File: src/clpe_pkg.sv
// Shared types and constants for the circular list engine.
// Used by every module of the block; depends on nothing.
package clpe_pkg;

  localparam int unsigned KIND_W    = 3;
  localparam int unsigned DATA_W    = 32;
  localparam int unsigned POS_W     = 8;
  localparam int unsigned COUNT_W   = 7;
  localparam int unsigned S_TDATA_W = 40;
  localparam int unsigned M_TDATA_W = 48;

  typedef enum logic [KIND_W-1:0] {
    KIND_INS_HEAD = 3'd0,
    KIND_INS_TAIL = 3'd1,
    KIND_INS_POS  = 3'd2,
    KIND_DEL_HEAD = 3'd3,
    KIND_DEL_TAIL = 3'd4,
    KIND_DEL_POS  = 3'd5,
    KIND_READ_ALL = 3'd6
  } kind_e;

  typedef enum logic [1:0] {
    STATUS_OK     = 2'd0,
    STATUS_EMPTY  = 2'd1,
    STATUS_FULL   = 2'd2,
    STATUS_NEGPOS = 2'd3
  } status_e;

  typedef enum logic [1:0] {
    OP_INS  = 2'd0,
    OP_DEL  = 2'd1,
    OP_READ = 2'd2
  } op_e;

  typedef enum logic [3:0] {
    ST_IDLE,
    ST_LOOK,
    ST_WALK,
    ST_DEL_FIN,
    ST_INS_A,
    ST_INS_B,
    ST_RD_ISSUE,
    ST_RD_EMIT,
    ST_RESP
  } state_e;

  typedef struct packed {
    logic next_we;
    logic data_we;
  } mem_ctl_t;

  typedef struct packed {
    logic take;
    logic free_en;
  } slot_ctl_t;

  typedef struct packed {
    logic [COUNT_W-1:0]       count;
    logic                     last;
    logic signed [DATA_W-1:0] item;
    status_e                  status;
  } result_t;

endpackage

File: src/clpe_store.sv
// Slot store: link memory and item memory, one write and one read port each,
// read data registered. Depends on clpe_pkg.
module clpe_store
  import clpe_pkg::*;
#(
  parameter int unsigned CAPACITY = 32,
  localparam int unsigned SLOT_W = $clog2(CAPACITY)
) (
  input  logic                     clk_i,
  input  mem_ctl_t                 ctl_i,
  input  logic [SLOT_W-1:0]        waddr_i,
  input  logic [SLOT_W-1:0]        wnext_i,
  input  logic signed [DATA_W-1:0] wdata_i,
  input  logic [SLOT_W-1:0]        raddr_i,
  output logic [SLOT_W-1:0]        rnext_o,
  output logic signed [DATA_W-1:0] rdata_o
);

  logic [SLOT_W-1:0]        next_ram_q [CAPACITY];
  logic signed [DATA_W-1:0] data_ram_q [CAPACITY];
  logic [SLOT_W-1:0]        rnext_q;
  logic signed [DATA_W-1:0] rdata_q;

  always_ff @(posedge clk_i) begin
    if (ctl_i.next_we) begin
      next_ram_q[waddr_i] <= wnext_i;
    end
    if (ctl_i.data_we) begin
      data_ram_q[waddr_i] <= wdata_i;
    end
    rnext_q <= next_ram_q[raddr_i];
    rdata_q <= data_ram_q[raddr_i];
  end

  assign rnext_o = rnext_q;
  assign rdata_o = rdata_q;

endmodule

File: src/clpe_alloc.sv
// Slot-use bits and lowest-free-slot search.
// Depends on clpe_pkg.
module clpe_alloc
  import clpe_pkg::*;
#(
  parameter int unsigned CAPACITY = 32,
  localparam int unsigned SLOT_W = $clog2(CAPACITY)
) (
  input  logic              clk_i,
  input  logic              rst_ni,
  input  slot_ctl_t         ctl_i,
  input  logic [SLOT_W-1:0] idx_i,
  output logic [SLOT_W-1:0] free_idx_o
);

  logic [CAPACITY-1:0] in_use_q, in_use_d;

  always_comb begin
    in_use_d = in_use_q;
    if (ctl_i.take) begin
      in_use_d[idx_i] = 1'b1;
    end
    if (ctl_i.free_en) begin
      in_use_d[idx_i] = 1'b0;
    end
  end

  // priority pick, lowest index wins
  always_comb begin
    free_idx_o = '0;
    for (int i = CAPACITY - 1; i >= 0; i--) begin
      if (!in_use_q[i]) begin
        free_idx_o = SLOT_W'(i);
      end
    end
  end

  always_ff @(posedge clk_i or negedge rst_ni) begin
    if (!rst_ni) begin
      in_use_q <= '0;
    end else begin
      in_use_q <= in_use_d;
    end
  end

endmodule

File: src/clpe_seq.sv
// Request sequencer: decodes a request, walks the links through the store,
// writes back and hands results to the output register. Depends on clpe_pkg.
module clpe_seq
  import clpe_pkg::*;
#(
  parameter int unsigned CAPACITY = 32,
  localparam int unsigned SLOT_W = $clog2(CAPACITY),
  localparam int unsigned CNT_W  = $clog2(CAPACITY + 1)
) (
  input  logic                     clk_i,
  input  logic                     rst_ni,
  input  logic                     req_valid_i,
  output logic                     req_ready_o,
  input  logic [KIND_W-1:0]        kind_i,
  input  logic signed [DATA_W-1:0] value_i,
  input  logic signed [POS_W-1:0]  position_i,
  input  logic                     out_free_i,
  output logic                     res_valid_o,
  output result_t                  res_o,
  output mem_ctl_t                 mem_ctl_o,
  output logic [SLOT_W-1:0]        waddr_o,
  output logic [SLOT_W-1:0]        wnext_o,
  output logic signed [DATA_W-1:0] wdata_o,
  output logic [SLOT_W-1:0]        raddr_o,
  input  logic [SLOT_W-1:0]        rnext_i,
  input  logic signed [DATA_W-1:0] rdata_i,
  output slot_ctl_t                slot_ctl_o,
  output logic [SLOT_W-1:0]        slot_idx_o,
  input  logic [SLOT_W-1:0]        free_idx_i
);

  state_e                   state_q, state_d;
  op_e                      op_q, op_d;
  status_e                  status_q, status_d;
  logic [SLOT_W-1:0]        cur_q, cur_d;
  logic [SLOT_W-1:0]        steps_q, steps_d;
  logic [SLOT_W-1:0]        prev_q, prev_d;
  logic [SLOT_W-1:0]        succ_q, succ_d;   // successor on insert, victim on delete
  logic [SLOT_W-1:0]        new_q, new_d;
  logic [SLOT_W-1:0]        tail_q, tail_d;
  logic [SLOT_W-1:0]        idx_q, idx_d;
  logic [CNT_W-1:0]         cnt_q, cnt_d;
  logic                     tail_upd_q, tail_upd_d;
  logic signed [DATA_W-1:0] value_q, value_d;

  kind_e              kind;
  logic               accept;
  logic               is_ins, is_del, is_rd;
  logic               neg_rej, full, empty;
  logic               ins_go, del_go, rd_go, del_single;
  logic [COUNT_W-1:0] cnt7, pos_mag, ins_k, del_k, k_sel;
  logic               at_end;
  logic               rd_last;
  status_e            early_status;

  assign kind    = kind_e'(kind_i);
  assign accept  = req_valid_i && (state_q == ST_IDLE);
  assign is_ins  = (kind == KIND_INS_HEAD) || (kind == KIND_INS_TAIL) ||
                   (kind == KIND_INS_POS);
  assign is_del  = (kind == KIND_DEL_HEAD) || (kind == KIND_DEL_TAIL) ||
                   (kind == KIND_DEL_POS);
  assign is_rd   = (kind == KIND_READ_ALL);
  assign neg_rej = ((kind == KIND_INS_POS) || (kind == KIND_DEL_POS)) &&
                   position_i[POS_W-1];
  assign full    = (cnt_q == CNT_W'(CAPACITY));
  assign empty   = (cnt_q == '0);

  assign ins_go     = is_ins && !neg_rej && !full;
  assign del_go     = is_del && !neg_rej && !empty;
  assign rd_go      = is_rd && !empty;
  assign del_single = del_go && (cnt_q == CNT_W'(1));

  assign cnt7    = COUNT_W'(cnt_q);
  assign pos_mag = position_i[COUNT_W-1:0];
  assign ins_k   = (pos_mag > cnt7) ? cnt7 : pos_mag;
  assign del_k   = (pos_mag >= cnt7) ? '0 : pos_mag;

  always_comb begin
    case (kind)
      KIND_INS_TAIL: k_sel = cnt7;
      KIND_INS_POS:  k_sel = ins_k;
      KIND_DEL_TAIL: k_sel = cnt7 - COUNT_W'(1);
      KIND_DEL_POS:  k_sel = del_k;
      default:       k_sel = '0;
    endcase
  end

  assign at_end  = (k_sel == cnt7);
  assign rd_last = ((CNT_W'(idx_q) + CNT_W'(1)) == cnt_q);

  always_comb begin
    if (neg_rej) begin
      early_status = STATUS_NEGPOS;
    end else if (is_ins && full) begin
      early_status = STATUS_FULL;
    end else if ((is_del || is_rd) && empty) begin
      early_status = STATUS_EMPTY;
    end else begin
      early_status = STATUS_OK;
    end
  end

  // next state
  always_comb begin
    state_d = state_q;
    case (state_q)
      ST_IDLE: begin
        if (accept) begin
          if (ins_go && empty) begin
            state_d = ST_INS_A;
          end else if (ins_go || (del_go && !del_single) || rd_go) begin
            state_d = ST_LOOK;
          end else begin
            state_d = ST_RESP;
          end
        end
      end
      ST_LOOK: state_d = ST_WALK;
      ST_WALK: begin
        if (steps_q == '0) begin
          case (op_q)
            OP_INS:  state_d = ST_INS_A;
            OP_DEL:  state_d = ST_DEL_FIN;
            default: state_d = ST_RD_ISSUE;
          endcase
        end
      end
      ST_DEL_FIN:  state_d = ST_RESP;
      ST_INS_A:    state_d = ST_INS_B;
      ST_INS_B:    state_d = ST_RESP;
      ST_RD_ISSUE: state_d = ST_RD_EMIT;
      ST_RD_EMIT: begin
        if (out_free_i) begin
          state_d = rd_last ? ST_IDLE : ST_RD_ISSUE;
        end
      end
      ST_RESP: begin
        if (out_free_i) begin
          state_d = ST_IDLE;
        end
      end
      default: state_d = ST_IDLE;
    endcase
  end

  // datapath and outputs
  always_comb begin
    op_d       = op_q;
    status_d   = status_q;
    cur_d      = cur_q;
    steps_d    = steps_q;
    prev_d     = prev_q;
    succ_d     = succ_q;
    new_d      = new_q;
    tail_d     = tail_q;
    idx_d      = idx_q;
    cnt_d      = cnt_q;
    tail_upd_d = tail_upd_q;
    value_d    = value_q;

    mem_ctl_o   = '0;
    waddr_o     = prev_q;
    wnext_o     = new_q;
    wdata_o     = value_q;
    raddr_o     = cur_q;
    slot_ctl_o  = '0;
    slot_idx_o  = new_q;
    res_valid_o = 1'b0;
    res_o       = '{count: COUNT_W'(cnt_q), last: 1'b1, item: '0, status: status_q};

    case (state_q)
      ST_IDLE: begin
        if (accept) begin
          value_d  = value_i;
          status_d = early_status;
          cur_d    = tail_q;
          new_d    = free_idx_i;
          steps_d  = '0;
          if (ins_go) begin
            op_d       = OP_INS;
            tail_upd_d = at_end;
            steps_d    = at_end ? '0 : SLOT_W'(k_sel);
            if (empty) begin
              prev_d = free_idx_i;
              succ_d = free_idx_i;
            end
          end else if (del_single) begin
            slot_ctl_o.free_en = 1'b1;
            slot_idx_o         = tail_q;
            cnt_d              = '0;
            tail_d             = '0;
          end else if (del_go) begin
            op_d    = OP_DEL;
            steps_d = SLOT_W'(k_sel);
          end else if (rd_go) begin
            op_d = OP_READ;
          end
        end
      end
      ST_WALK: begin
        if (steps_q != '0) begin
          cur_d   = rnext_i;
          raddr_o = rnext_i;
          steps_d = steps_q - SLOT_W'(1);
        end else begin
          case (op_q)
            OP_INS: begin
              prev_d = cur_q;
              succ_d = rnext_i;
            end
            OP_DEL: begin
              prev_d  = cur_q;
              succ_d  = rnext_i;
              raddr_o = rnext_i;   // fetch the victim's link
            end
            default: begin
              cur_d = rnext_i;     // head
              idx_d = '0;
            end
          endcase
        end
      end
      ST_DEL_FIN: begin
        mem_ctl_o.next_we  = 1'b1;
        waddr_o            = prev_q;
        wnext_o            = rnext_i;
        slot_ctl_o.free_en = 1'b1;
        slot_idx_o         = succ_q;
        cnt_d              = cnt_q - CNT_W'(1);
        if (succ_q == tail_q) begin
          tail_d = prev_q;
        end
      end
      ST_INS_A: begin
        mem_ctl_o.next_we = 1'b1;
        mem_ctl_o.data_we = 1'b1;
        waddr_o           = new_q;
        wnext_o           = succ_q;
      end
      ST_INS_B: begin
        mem_ctl_o.next_we = 1'b1;
        waddr_o           = prev_q;
        wnext_o           = new_q;
        slot_ctl_o.take   = 1'b1;
        cnt_d             = cnt_q + CNT_W'(1);
        if (tail_upd_q) begin
          tail_d = new_q;
        end
      end
      ST_RD_EMIT: begin
        res_valid_o = 1'b1;
        res_o = '{count: COUNT_W'(cnt_q), last: rd_last, item: rdata_i, status: STATUS_OK};
        if (out_free_i) begin
          cur_d = rnext_i;
          idx_d = idx_q + SLOT_W'(1);
        end
      end
      ST_RESP: begin
        res_valid_o = 1'b1;
      end
      default: begin
      end
    endcase
  end

  assign req_ready_o = (state_q == ST_IDLE);

  always_ff @(posedge clk_i or negedge rst_ni) begin
    if (!rst_ni) begin
      state_q    <= ST_IDLE;
      op_q       <= OP_INS;
      status_q   <= STATUS_OK;
      cur_q      <= '0;
      steps_q    <= '0;
      prev_q     <= '0;
      succ_q     <= '0;
      new_q      <= '0;
      tail_q     <= '0;
      idx_q      <= '0;
      cnt_q      <= '0;
      tail_upd_q <= 1'b0;
      value_q    <= '0;
    end else begin
      state_q    <= state_d;
      op_q       <= op_d;
      status_q   <= status_d;
      cur_q      <= cur_d;
      steps_q    <= steps_d;
      prev_q     <= prev_d;
      succ_q     <= succ_d;
      new_q      <= new_d;
      tail_q     <= tail_d;
      idx_q      <= idx_d;
      cnt_q      <= cnt_d;
      tail_upd_q <= tail_upd_d;
      value_q    <= value_d;
    end
  end

endmodule

File: src/circular_list_positional_engine_core.sv
// Rejected requests, the unused kind and deleting the only item go from idle straight to
// the response state; insert into an empty list goes through INS_A and INS_B first. An
// insert or delete first walks its k links through the single read port of the link memory
// (one link per cycle). Read-out walks to the head, then fetches and emits each item in
// turn. One request at a time; the next is taken once its last result sits in the output
// register. Reset clears control and slot-use bits only; slot memories are not cleared.
module circular_list_positional_engine_core
  import clpe_pkg::*;
#(
  parameter int unsigned CAPACITY = 32
) (
  input  logic                 clk_i,
  input  logic                 rst_ni,
  input  logic                 s_axis_tvalid,
  output logic                 s_axis_tready,
  input  logic [S_TDATA_W-1:0] s_axis_tdata,   // value[31:0], position[39:32]
  input  logic [KIND_W-1:0]    s_axis_tuser,   // kind[2:0]
  output logic                 m_axis_tvalid,
  input  logic                 m_axis_tready,
  output logic [M_TDATA_W-1:0] m_axis_tdata,   // status[1:0], item[33:2], count[40:34]
  output logic                 m_axis_tlast    // last
);

  localparam int unsigned SLOT_W = $clog2(CAPACITY);

  mem_ctl_t                 mem_ctl;
  slot_ctl_t                slot_ctl;
  logic [SLOT_W-1:0]        waddr, wnext, raddr, rnext, slot_idx, free_idx;
  logic signed [DATA_W-1:0] wdata, rdata;
  logic                     res_valid, out_free;
  result_t                  res;
  logic                     out_valid_q, out_valid_d;
  result_t                  out_res_q;

  clpe_store #(.CAPACITY(CAPACITY)) u_store (
    .clk_i   (clk_i),
    .ctl_i   (mem_ctl),
    .waddr_i (waddr),
    .wnext_i (wnext),
    .wdata_i (wdata),
    .raddr_i (raddr),
    .rnext_o (rnext),
    .rdata_o (rdata)
  );

  clpe_alloc #(.CAPACITY(CAPACITY)) u_alloc (
    .clk_i      (clk_i),
    .rst_ni     (rst_ni),
    .ctl_i      (slot_ctl),
    .idx_i      (slot_idx),
    .free_idx_o (free_idx)
  );

  clpe_seq #(.CAPACITY(CAPACITY)) u_seq (
    .clk_i       (clk_i),
    .rst_ni      (rst_ni),
    .req_valid_i (s_axis_tvalid),
    .req_ready_o (s_axis_tready),
    .kind_i      (s_axis_tuser),
    .value_i     (s_axis_tdata[DATA_W-1:0]),
    .position_i  (s_axis_tdata[DATA_W+POS_W-1:DATA_W]),
    .out_free_i  (out_free),
    .res_valid_o (res_valid),
    .res_o       (res),
    .mem_ctl_o   (mem_ctl),
    .waddr_o     (waddr),
    .wnext_o     (wnext),
    .wdata_o     (wdata),
    .raddr_o     (raddr),
    .rnext_i     (rnext),
    .rdata_i     (rdata),
    .slot_ctl_o  (slot_ctl),
    .slot_idx_o  (slot_idx),
    .free_idx_i  (free_idx)
  );

  // output register
  assign out_free = !out_valid_q || m_axis_tready;

  always_comb begin
    out_valid_d = out_valid_q;
    if (res_valid && out_free) begin
      out_valid_d = 1'b1;
    end else if (m_axis_tready) begin
      out_valid_d = 1'b0;
    end
  end

  always_ff @(posedge clk_i or negedge rst_ni) begin
    if (!rst_ni) begin
      out_valid_q <= 1'b0;
    end else begin
      out_valid_q <= out_valid_d;
    end
  end

  always_ff @(posedge clk_i) begin
    if (res_valid && out_free) begin
      out_res_q <= res;
    end
  end

  assign m_axis_tvalid = out_valid_q;
  assign m_axis_tlast  = out_res_q.last;
  assign m_axis_tdata  = {{(M_TDATA_W - COUNT_W - DATA_W - 2){1'b0}},
                          out_res_q.count, out_res_q.item, out_res_q.status};

endmodule

File: config.mk
export PLATFORM = sky130hd
export DESIGN_NAME = circular_list_positional_engine_core
export DESIGN_NICKNAME = d
export VERILOG_FILES = /design/src/clpe_pkg.sv /design/src/clpe_store.sv /design/src/clpe_alloc.sv /design/src/clpe_seq.sv /design/src/circular_list_positional_engine_core.sv
export SDC_FILE = /design/constraint.sdc
export NUM_CORES = 2
export LEC_CHECK = 0
export ABC_AREA = 1
export BUFFER_PORTS_ARGS = -buffer_cell sky130_fd_sc_hd__buf_4
export CAP_MARGIN = 20
export CORE_ASPECT_RATIO = 1.2
export CORE_MARGIN = 1
export CORE_UTILIZATION = 52
export DETAILED_ROUTE_END_ITERATION = 10
export PLACE_DENSITY = 0.77
export SLEW_MARGIN = 25
export SYNTH_ARGS = -nofsm -noshare
export SYNTH_HDL_FRONTEND = slang
export SYNTH_SLANG_ARGS = --single-unit
File: constraint.sdc
create_clock -name clk_i -period 7.91 [get_ports clk_i]
set_input_delay 1.582 -clock clk_i [delete_from_list [all_inputs] [get_ports clk_i]]
set_output_delay 1.582 -clock clk_i [all_outputs]
set_load 0.01 [all_outputs]
## After elaboration in Yosys (flattened, before gate mapping)

Memories as Yosys holds them, arrays and structs flattened. A register that Yosys moved wholly into a read port is not among the register bits.
Index checks and enable logic that the tools add are counted.

- Add/sub/neg operators: 6
- Divide/modulo/power cells: 0
- Shift-type cells: 0
- Reductions and logical operators: 54
- Order comparisons: 4
- Bitwise operators: 3
- Equal/unequal tests: 36
- Multipliers: 0
- Muxes and demuxes: 113

Operator list:

| operator | count |
|---|---|
| 2-to-1 mux 5 bit | 64 |
| 2-to-1 mux 32 bit | 2 |
| case mux 5 bit (2 select lines) | 6 |
| AND 32 bit | 1 |
| NOT 32 bit | 1 |
| OR 32 bit | 1 |
| case mux 4 bit (8 select lines) | 1 |
| case mux 5 bit (3 select lines) | 2 |
| case mux 7 bit (4 select lines) | 1 |
| 2-to-1 mux 4 bit | 6 |
| AND reduction 4 bit | 5 |
| 2-to-1 mux 6 bit | 3 |
| != test 2 x 1 -> 1 bit (second input constant) | 9 |
| case mux 6 bit (3 select lines) | 1 |
| equality test 4 x 3 -> 1 bit (second input constant) | 4 |
| 2-to-1 mux 1 bit | 15 |
| logical AND 1 bit | 14 |
| 2-to-1 mux 7 bit | 2 |
| 2-to-1 mux 2 bit | 6 |
| != test 2 bit (second input constant) | 6 |
| AND reduction 6 bit | 2 |
| equality test 3 bit (second input constant) | 3 |
| logical OR 1 bit | 9 |
| nonzero test 3 bit | 3 |
| 38 further kinds | 49 |

- Memory bits (writable): 1184
- Output and inout bits: 51
- Logic and storage cells: 237
- Input bits: 47
- Bits in latches: 0
- Register bits: 157
- Memories kept: 2
- ROM bits: 0

Memory list:

| name | words | width | rd ports | clocked after Yosys merged registers in | write ports | RTL line | RTL |
|---|---|---|---|---|---|---|---|
| u_store.data_ram_q | 32 | 32 | 1 | 1 | 1 | clpe_store.sv:20 | `logic signed [DATA_W-1:0] data_ram_q [CAPACITY];` |
| u_store.next_ram_q | 32 | 5 | 1 | 1 | 1 | clpe_store.sv:19 | `logic [SLOT_W-1:0] next_ram_q [CAPACITY];` |

## Depth between registers and ports, before layout

- Word-level depth: 36
- Gate-level depth with buffers: 33
- Depth with buffers taken out: 33

## Cells and area by module

From an unflattened synthesis, not the netlist that was laid out.

- Cell total of the unflattened synthesis: 5174
- Area total of the unflattened synthesis: 57569.0 um^2

By module, submodules not included:

| module | cells an instance | seq. area each (um^2) | area an instance (um^2) | times used |
|---|---|---|---|---|
| clpe_store | 4144 | 36294.8 | 49231.0 | 1 |
| clpe_seq | 737 | 2052.0 | 5201.2 | 1 |
| clpe_alloc | 237 | 800.8 | 1774.2 | 1 |
| circular_list_positional_engine_core | 56 | 1286.2 | 1362.6 | 1 |

## Worst setup path before layout

Ideal clock, no wire load.

- Path kind: register to register
- Start point: register u_seq.state_q[3]
- End point: memory u_store.data_ram_q[12][0], enable pin
- Cell stages (with the launch flop): 10
- Data arrival time: 3.969 ns
- Clock period less this slack: 4.430 ns
- Required time: 7.449 ns
- Slack: 3.480 ns
- Path buffers: 2
- Cell sequence: dfrtp_1 nor2_1 inv_1 nor2_1 inv_1 clkbuf_1 o21ai_0 nand2_1 clkbuf_1 nor3_1

- Longest elaborated chain between the ends: 4
- Elaborated cells between the ends (all ways): 5
- Those cells by class: 1 x eq/ne; 4 x mux

RTL lines:

| element | RTL line | RTL |
|---|---|---|
| from (decl) | clpe_seq.sv:32 | `state_e state_q, state_d;` |
| from (signal assigned) | clpe_seq.sv:284 | `state_q <= state_d;` |
| equality test 4 x 3 -> 1 bit * | clpe_seq.sv:171 | `case (state_q)` |
| 2-to-1 mux 1 bit | clpe_seq.sv:171 |  |
| 2-to-1 mux 1 bit | clpe_store.sv:28 | `if (ctl_i.data_we) begin` |
| 2-to-1 mux 1 bit (implied by the code) | clpe_store.sv:29 | `data_ram_q[waddr_i] <= wdata_i;` |
| to (decl) | clpe_store.sv:20 |  |

Mark *: on every way between the ends. The rest lies on a longest branch, timed or not.

## Worst setup path after layout

- Start point: register u_seq.state_q[1]
- End point: register u_store.rnext_q[1], in the netlist u_store.rnext_o[1], read port of u_store.next_ram_q

- Longest elaborated chain between the ends: 2

RTL lines:

| element | RTL line | RTL |
|---|---|---|
| equality test 4 x 2 -> 1 bit | clpe_seq.sv:171 |  |
| 2-to-1 mux 5 bit | clpe_seq.sv:171 |  |
| to (decl) | clpe_store.sv:21 | `logic [SLOT_W-1:0] rnext_q;` |

Every way passes these cells.
A chain may end at the register's enable or synchronous reset.

==> impl_metrics.toml <==
[cts]
cts_resized = 0
hold_buffers = 0
cts_max_level = 3
cts_made_buffers = 117
clock-sinks = 1377
post_cts_buffers = 0
clockBufferDepth = 3
cts_tree = "built"
insertion_delay_ns = 0.74
clk_pin_slew_ns = 0.06
root_buffer = "clkbuf_16"

[power]
vdd_drop_max_mv = 0.7773
leakage_nw = 20.43
power.density_mw_per_mm2 = 415.2

[global_routing]
antenna_found_initial = 2
grt_max_degree = 261
grt_pass1_wl_um = 216000
overflow = 0
grt_usage = 0.2691
grt_pass1_vias = 35417

[route]
dr_total_vias = 36751
wl_per_cell_um = 25.45
drt_iter0_drc = 5002
ant_nets = 0
wirelength_um = 147100
first_pass_iters = 8
drc_errors = 0
via_per_inst = 6.359

[timing]
worst_pin_slew_ns = 1.308
fmax_mhz = 209.5
setup-tns-final_ns = 0
rsz0062_at_grt = "no"
hold_violations = 0
slew_viol_final = 0
fin_crit_sh = 0.6036
finalSetupViolCount = 0
slew_headroom = 0.1283
setup_slack_ns = 3.136
period_minus_slack_ns = 4.774
skew_ns = 0.03631

[die]
coreArea_mm2 = 0.1048
die_w_um = 299.1
io_pins = 98
die_h_um = 358.5
die-area_mm2 = 0.1072
rows = 130
initial_core_util = 0.5257

[setup_path]
cpMostUsedCell = "inv_2"
worstPathMaxFanout = 246
path_buf_inv = 5
crit_chain = "inv_2, nor2_2, nand2_2, inv_2, nand2_1, inv_2, nor2_2, nand2_1, o21ai_4, buf_12, buf_4, o21ai_0, o221ai_1, o211ai_1, o21ai_1, nor2_1, a31oi_1"
cp-start-kind = "flip-flop"
critPathMaxStageDelay_ns = 0.91
worstPathArrival_ns = 5.43
worstPathRequired_ns = 8.57
end_kind = "flip-flop"
critPathKind = "flip-flop to flip-flop"
critPathTopFamily = "buffers and inverters"
cp_slowest_cell = "buf_4"

[placement]
dp_slack_ns = 3.182
placed_cell_area_mm2 = 0.05704
dp_hpwl_um = 73240
io_buffers = 89
gp_congestion = 0.9131

[run]
drv_cap = 0

[final_layout]
utilization = 0.5830
design_area_mm2 = 0.06107
n_antenna_cell = 0
drive_gt1_frac = 0.09788
fin_nets = 4353
syn2layout_area_growth_pct = 10.90

[synth]
yosys-top-cells-area = "edfxtp_1, o21ai_0, dfrtp_1"
syn_area_mm2 = 0.05506
avgSynthCellArea_um2 = 12.82
synthAdderAreaFrac = 0.003545
synth_top_family_by_area = "compound AO/OA/AOI/OAI gates"
synthMuxAreaShare = 0.0002045
synth_edf_count = 1225
synth_seq_cells = 1377
synthCells = 4295
yosysTopAreaCell = "edfxtp_1"
yosysWarnings = 0
synth_top_cell_area_share = 0.6681
synth_xor_area_frac = 0.002386
synth-async-reset-ratio = 0.08351
yosysMostFrequentCell = "edfxtp_1"
synth_compound_area_frac = 0.1408
synthFlopType = "edfxtp_1"
synth-seq-area-share = 0.7338
synthSimpleGateAreaFrac = 0.08435
ys_top_cells_by_count = "edfxtp_1, nor2_1, o21ai_0"
synth_cell_types = 54

[worst_hold_path]
hold_class = "flip-flop to flip-flop"

[outcome]
status = "finished clean"
## cell families after synthesis
| logic type | Yosys count |
|---|---|
| buffers and inverters | 455 |
| other | 1 |
| flip-flops | 1377 |
| AND/OR/NAND/NOR | 1174 |
| multiplexers | 1 |
| XOR/XNOR | 15 |
| AO/OA/AOI/OAI | 1257 |
| adder cells (fa/ha/maj) | 15 |
## worst min-delay path, delay by kind of cell (launching register included)
kind / cells / cell delay (ns)
DFF: 1 / 0.30
buffers and inverters: 1 / 0.04
and+or+nand+nor: 1 / 0.04
## cell type report
cell class	count	area, um^2
tap	1386	1734
multi-input combinational	2470	13010
timing repair buffer	160	1259
inverter	165	653.1
clock buffer	172	3426
sequential	1377	40420
fill	7866	43680
clock inverter	49	568.0
## cells in the final DEF (no fill, tap or decap), types with 66 or more instances in the layout
cell type / netlist / routed
nand2_1: 280 / 280
a21oi_1: 68 / 67
nand3_1: 66 / 66
o211ai_1: 71 / 71
nor2_1: 732 / 731
buf_4: 26 / 154
inv_1: 145 / 142
a31oi_1: 70 / 70
o21ai_0: 633 / 631
clkbuf_16: 0 / 118
dfrtp_1: 115 / 106
o22ai_1: 91 / 91
edfxtp_1: 1225 / 1225
o221ai_1: 222 / 218
## power by group
group	internal (mW)	switching, mW
clock network	3.33	2.57
registers	9.27	0.970
logic	2.55	6.66
total	15.2	10.2
## path summary, 6_finish.rpt
kind                                              startpoint                        endpoint  slack (ns)  depth (start not counted)
worst min register to register   u_store.rdata_o[27]$_DFF_P_  m_axis_tdata[29]$_SDFFCE_PN0P_        0.54                          2
min in group asynchronous                             rst_ni   u_seq.wdata_o[25]$_DFFE_PN0P_        0.76                          1
worst min-delay path             u_store.rdata_o[27]$_DFF_P_  m_axis_tdata[29]$_SDFFCE_PN0P_        0.54                          2
worst max-delay path            u_seq.state_q[1]$_DFFE_PN0P_      u_store.rnext_o[1]$_DFF_P_        3.14                         17
max in group asynchronous                             rst_ni    u_seq.wdata_o[4]$_DFFE_PN0P_        5.96                          2
worst max register to register  u_seq.state_q[1]$_DFFE_PN0P_      u_store.rnext_o[1]$_DFF_P_        3.14                         17
## per-layer routing
layer / global-route usage / routed length [um]
met5: 0 / 26
met4: 0.1389 / 7432
met3: 0.04840 / 15280
met2: 0.4516 / 71620
met1: 0.3359 / 52720
## registers in the layout, summed over array words and instances (netlist names)
| signal | count |
|---|---|
| m_axis_tdata | 40 |
| m_axis_tlast | 1 |
| m_axis_tvalid | 1 |
| u_alloc.in_use_q | 32 |
| u_seq.cnt_q | 6 |
| u_seq.cur_q | 5 |
| u_seq.idx_q | 5 |
| u_seq.new_q | 5 |
| u_seq.op_q | 2 |
| u_seq.prev_q | 5 |
| u_seq.state_q | 4 |
| u_seq.status_q | 2 |
| u_seq.steps_q | 5 |
| u_seq.succ_q | 5 |
| u_seq.tail_q | 5 |
| u_seq.tail_upd_q | 1 |
| u_seq.wdata_o | 32 |
| u_store.data_ram_q | 1024 |
| u_store.next_ram_q | 160 |
| u_store.rdata_o | 32 |
| u_store.rnext_o | 5 |
## through the flow
stage	hold WS [ns]	instances	power, mW
2_1_floorplan	0.4659	4302	16.30
3_3_place_gp	0.4955	5557	18.99
3_5_place_dp	0.5208	5557	19.31
4_1_cts	0.5363	5778	25.16
5_1_grt	0.5582	5779	26.47
6_report	0.5380	5779	25.36
Power figures use the tool's default switching activity.
